**config.mk**
```make
export PLATFORM = sky130hd
export DESIGN_NAME = bis_cell
export DESIGN_NICKNAME = d
export VERILOG_FILES = /design/src/hdl/bis_pkg.sv /design/src/hdl/bis_cell.sv
export SDC_FILE = /design/constraint.sdc
export NUM_CORES = 1
export LEC_CHECK = 0
export BUFFER_PORTS_ARGS = -buffer_cell sky130_fd_sc_hd__buf_2
export CORE_MARGIN = 8
export CORE_UTILIZATION = 48
export DETAILED_ROUTE_END_ITERATION = 12
export PLACE_DENSITY = 0.88
export SLEW_MARGIN = 10
export SYNTH_ARGS = -nofsm -noshare
export SYNTH_HDL_FRONTEND = slang
export SYNTH_SLANG_ARGS = --single-unit
```
**constraint.sdc**
```tcl
create_clock -name clk -period 8.8 [get_ports clk]
set_clock_uncertainty 0.2 [all_clocks]
set_input_delay 1.32 -clock clk [delete_from_list [all_inputs] [get_ports clk]]
set_output_delay 1.32 -clock clk [all_outputs]
set_load 0.02 [all_outputs]
```
**src/hdl/bis_pkg.sv**
```systemverilog
`default_nettype none
package bis_pkg;

  // Store size and field widths.
  localparam int CAPACITY     = 64;
  localparam int KEY_BITS     = 32;
  localparam int PAYLOAD_BITS = 16;

  // Fill count must hold the value CAPACITY itself.
  localparam int FILL_BITS = $clog2(CAPACITY + 1);

  // Stream data width: key and payload packed, padded to whole bytes.
  localparam int REC_BITS   = KEY_BITS + PAYLOAD_BITS;
  localparam int TDATA_BITS = ((REC_BITS + 7) / 8) * 8;

  // Controller states.
  typedef enum logic {
    ST_LOAD,
    ST_EMIT
  } bis_state_t;

  // Per-cycle commands broadcast to every cell of the chain.
  typedef struct packed {
    logic ins;  // insert the broadcast record
    logic pop;  // shift the chain one place toward cell zero
  } bis_ctrl_t;

endpackage
`default_nettype wire

```
**src/hdl/bis_cell.sv**
```systemverilog
`default_nettype none
module bis_cell
  import bis_pkg::*;
(
  input  wire logic                           clk,
  input  wire bis_ctrl_t                      ctrl,
  input  wire logic                           occ,
  input  wire logic signed [KEY_BITS-1:0]     new_key,
  input  wire logic        [PAYLOAD_BITS-1:0] new_payload,
  input  wire logic                           left_gt,
  input  wire logic signed [KEY_BITS-1:0]     left_key,
  input  wire logic        [PAYLOAD_BITS-1:0] left_payload,
  input  wire logic signed [KEY_BITS-1:0]     right_key,
  input  wire logic        [PAYLOAD_BITS-1:0] right_payload,
  output logic                                gt,
  output logic signed [KEY_BITS-1:0]          key,
  output logic        [PAYLOAD_BITS-1:0]      payload
);

  logic signed [KEY_BITS-1:0]     key_next;
  logic        [PAYLOAD_BITS-1:0] payload_next;

  // An empty cell counts as greater, so the new record lands at the first free cell.
  assign gt = !occ || (key > new_key);

  // Insert shifts the greater part of the chain up by one; pop shifts everything down.
  always_comb begin
    key_next     = key;
    payload_next = payload;
    if (ctrl.ins && gt) begin
      if (left_gt) begin
        key_next     = left_key;
        payload_next = left_payload;
      end else begin
        key_next     = new_key;
        payload_next = new_payload;
      end
    end else if (ctrl.pop) begin
      key_next     = right_key;
      payload_next = right_payload;
    end
  end

  always_ff @(posedge clk) begin
    key     <= key_next;
    payload <= payload_next;
  end

endmodule
`default_nettype wire

```
# --- After elaboration in Yosys (flattened, before gate mapping) ---
# Cells that the tools add are included.
word_totals:
  regBits: 48
  input_bits: 149
  elab_cells: 13
  n_memories: 0
  latchBits: 0
  rom_bits: 0
  ram_bits: 0
classes:
  n_div: 0
  mul: 0
  shift: 0
  n_eq_ne: 0
  n_lt_le_gt_ge: 1
  addsub: 0
  bitwise_logic: 0
  mux: 6
  reduce_logical: 4
op_table:
  columns: ["op", "n"]
  rows:
  - ["$mux 32", 3]
  - ["$mux 16", 3]
  - ["$gt 32x32->1", 1]
  - ["$reduce_bool 2->1", 1]
  - ["$logic_and 1x1->1", 1]
  - ["$logic_not 1->1", 1]
  - ["$logic_or 1x1->1", 1]

# --- Longest topological paths before layout ---
depth:
  ltp_word: 4
  depth_mapped: 11
  ltp_nobuf: 9

# --- Worst setup path after synthesis ---
# Ideal clock, no wire load.
synth_timing:
  path_kind: "input to register"
  from: "input port new_key[31]"
  to: "register key[0] (enable)"
  n_path_buf: 2
  path_stages: 10
  arrival_time_ps: 4274
  setup_slack_ps: 3918
  required_time_ps: 8192
  setup_time_ps: 408
  cell_sequence: "inv_1 -> ha_1 -> nand4_1 -> or4_1 -> nor3_1 -> o21ai_0 -> o311ai_1 -> buf_6 -> buf_6 -> or2_1"
synth_between:
  elab_chain_len: 4
synth_lines:
  columns: ["item", "line", "rtl"]
  rows:
  - ["start: declaration", "bis_cell.sv:8", "input wire logic signed [KEY_BITS-1:0] new_key,"]
  - ["$gt 32x32->1", "bis_cell.sv:24", "assign gt = !occ || (key > new_key);"]
  - ["$logic_or 1x1->1", "bis_cell.sv:24", null]
  - ["$logic_and 1x1->1", "bis_cell.sv:30", "if (ctrl.ins && gt) begin"]
  - ["$reduce_bool 2->1 (no source line)", null, null]
  - ["end signal: assignment", "bis_cell.sv:45", "key <= key_next;"]
  - ["end: declaration", "bis_cell.sv:16", "output logic signed [KEY_BITS-1:0] key,"]
# No other way between the ends.
# A chain may end at the register's enable or synchronous reset.

# --- Worst setup path in the final report ---
layout_timing:
  from: "input port new_key[31]"
  to: "output port gt"
layout_between:
  elab_chain_len: 2
layout_lines:
  columns: ["item", "line", "rtl"]
  rows:
  - ["$gt 32x32->1", "bis_cell.sv:24", null]
  - ["$logic_or 1x1->1", "bis_cell.sv:24", null]
  - ["end: declaration", "bis_cell.sv:15", "output logic gt,"]
# No other way between the ends.

==> results_dict.tcl <==
set metrics [dict create \
    layout_commonest_cell "buf_2" \
    placed_cells 596 \
    fin_crit_sh_pct 57.22 \
    synth_simple_gate_area_share_pct 8.067 \
    place_congestion 0.8179 \
    synth_xor_area_share_pct 0 \
    seqCellArea_um2 1441 \
    route.vias.total 3093 \
    clock_path_buffers 2 \
    irDropWorstVdd_v 0.0001195 \
    initialDrtViolationCount 100 \
    first_pass_iters 4 \
    cp_max_fo 6 \
    cts_resized 0 \
    cts.sinks 48 \
    worstSkewPairLatency_ns 0.30 \
    core_um2 6832 \
    slew_viol_final 0 \
    drc 0 \
    hp-class "input pin to register" \
    max_freq_ghz 0.1986 \
    tns_ns 0 \
    met1_length_um 3971 \
    routedWlPerCell_um 17.07 \
    synth_warnings 0 \
    grt_start_max_net_pins 80 \
    initial_core_util_pct 49.95 \
    die_y_um 100.3 \
    p_per_area_nw_per_um2 187.7 \
    diodes 0 \
    wirelength_um 10310 \
    top_level_ports 198 \
    area.growth.synth_to_final_pct 34.54 \
    fp.dieW_um 100.3 \
    final_cells 604 \
    ys_seq_area_share_pct 42.24 \
    cts_setup_buffers 0 \
    synth_compound_area_share_pct 9.571 \
    intPower_w 0.0005584 \
    grt_pass1_vias 3478 \
    wl_met2_um 5296 \
    ys_ff_latch 48 \
    syn-num-nets 496 \
    yosys.area.top_type "edfxtp_1" \
    switching_power_w 0.0003032 \
    p_sw_share_pct 35.19 \
    total_leakage_power_nw 2.272 \
    critical_path.max_stage_delay_ns 0.60 \
    grt_pass1_wl_um 16240 \
    clkPwrFrac_pct 18.9 \
    dr_wl_met3_um 921 \
    cts_tree "yes" \
    cp.arrival_ns 3.52 \
    nFillCells 561 \
    critical_path_required_ns 7.28 \
    fin_crit_ns 5.035 \
    cts_hold_buf 0 \
    top_layer_used "met4" \
    cp-end-kind "output port" \
    maxCapViolCount 0 \
    nets 688 \
    synth_top_family_by_area "multiplexers" \
    grt_antenna_before_repair 0 \
    slowest_stage "or4_1" \
    synth_area_leaders "edfxtp_1 42%, mux2_2 18%, ha_1 12%, o21ai_0 5.3%, nand2_1 4.4%" \
    synthCells 315 \
    num_rows 30 \
    grt_overflow_total 0 \
    layout-drive-gt1-share_pct 53.94 \
    hold_start "right_key[4]" \
    cts-root-buf "clkbuf_8" \
    synth_cell_types 28 \
    critPathLaunchType "input pin" \
    synthMuxAreaShare_pct 22.44 \
    grt_use_total_pct 20.11 \
    ant_nets 0 \
    path_clk_slew_ns 0.10 \
    yosysTopAreaCellShare_pct 42.24 \
    tightestPinTransition_ns 1.178 \
    power_frac_comb_pct 41.5 \
    fp.dieArea_um2 10060 \
    pwr-share-seq_pct 39.5 \
    portBuffers 197 \
    synth_area_um2 3412 \
    path_class "input pin to output port" \
    hold_viol 0 \
    relSlewSlack_pct 21.47 \
    vias_per_cell 5.121 \
    dp_hpwl_um 8371 \
    startpoint "new_key[31]" \
    syn_area_per_cell_um2 10.83 \
    finalSetupViolations 0 \
    multi_input_area_um2 1785 \
    final_cell_mix "197 x buf_2, 56 x mux2_2, 48 x edfxtp_1" \
    cts_inserted_buffers 5 \
    h-tree-depth 2 \
    outcome "completed" \
    r2r_start "key[31]$_DFFE_PP_" \
    yosys.area_share.adder_pct 11.73 \
    rsz0062_at_grt "false" \
    crit_chain "buf_2, inv_1, ha_1, nand4_1, or4_1, nor3_1, nor3_1, o21a_1, a21bo_2, buf_2" \
]
cell usage after synthesis (all sizes together):
| library cell | instances |
|---|---|
| a21bo | 1 |
| a21o | 1 |
| a21oi | 16 |
| a221oi | 1 |
| a2bb2oi | 1 |
| and3 | 1 |
| buf | 5 |
| clkbuf | 9 |
| edfxtp | 48 |
| ha | 32 |
| inv | 35 |
| mux2 | 65 |
| nand2 | 40 |
| nand2b | 1 |
| nand3 | 3 |
| nand4 | 8 |
| nor2b | 1 |
| nor3 | 3 |
| nor4 | 1 |
| o211ai | 2 |
| o21a | 1 |
| o21ai | 36 |
| o311ai | 1 |
| or2 | 1 |
| or3 | 1 |
| or4 | 1 |
flip-flops by register name, summed over array words and instances (netlist names):
signal and flops:
key 32, payload 16
per-layer routing:
metal,track usage (%),up-vias
li1,-,1528
met5,0,-
met3,7.128,10
met1,21.18,1417
met2,37.18,138
met4,4.535,0
path summary, 6_finish.rpt:
check / slack, ns / cells after the start / endpoint
worst min-delay path: 1.11 / 2 / key[4]$_DFFE_PP_
worst max-delay path: 3.76 / 10 / gt
worst min register to register: 1.34 / 4 / key[24]$_DFFE_PP_
worst max register to register: 5.00 / 8 / key[13]$_DFFE_PP_
layout make-up:
cell class                 instances  share of cell area, %
timing repair buffer             199                  21.80
sequential                        48                  31.40
tap                               96                  2.617
multi-input combinational        218                  38.89
clock inverter                     3                 0.9267
inverter                          35                  2.862
clock buffer                       5                  1.499
worst max-delay path: cells and delay by family:
family / cells / cell delay, ns
buffers and inverters: 3 / 0.29
AO/OA/AOI/OAI: 2 / 0.40
adder cells (fa/ha/maj): 1 / 0.41
AND/OR/NAND/NOR: 4 / 1.08
logic make-up (layout without fill, tap and decap cells):
group                    Yosys count  after routing
multiplexers                      65             65
AO/OA/AOI/OAI                     60             60
flip-flops                        48             48
adder cells (fa/ha/maj)           32             32
buffers and inverters             49            242
AND/OR/NAND/NOR                   61             61
power groups by stage:
| stage | Clock (W) | Combinational [W] | Sequential (W) |
|---|---|---|---|
| 6_report | 0.000163 | 0.000358 | 0.000341 |
| 5_1_grt | 0.000175 | 0.000392 | 0.000346 |
| 4_1_cts | 0.000165 | 0.000362 | 0.000341 |
| 3_5_place_dp | 0 | 0.000360 | 0.000346 |
| 3_3_place_gp | 0 | 0.000350 | 0.000344 |
| 2_1_floorplan | 0 | 0.000173 | 0.000407 |
stage by stage:
step	instance area, um^2	hold WS [ns]	setup slack [ns]	utilization (%)	power, W
5_1_grt	4591	1.090	3.622	67.20	0.0009128
6_report	4591	1.115	3.765	67.20	0.0008616
4_1_cts	4591	1.105	3.752	67.20	0.0008680
3_3_place_gp	4479	1.309	3.878	65.57	0.0006933
2_1_floorplan	3412	1.106	3.918	-	0.0005800
3_5_place_dp	4479	1.322	3.768	65.57	0.0007060
Power figures use the tool's default switching activity.
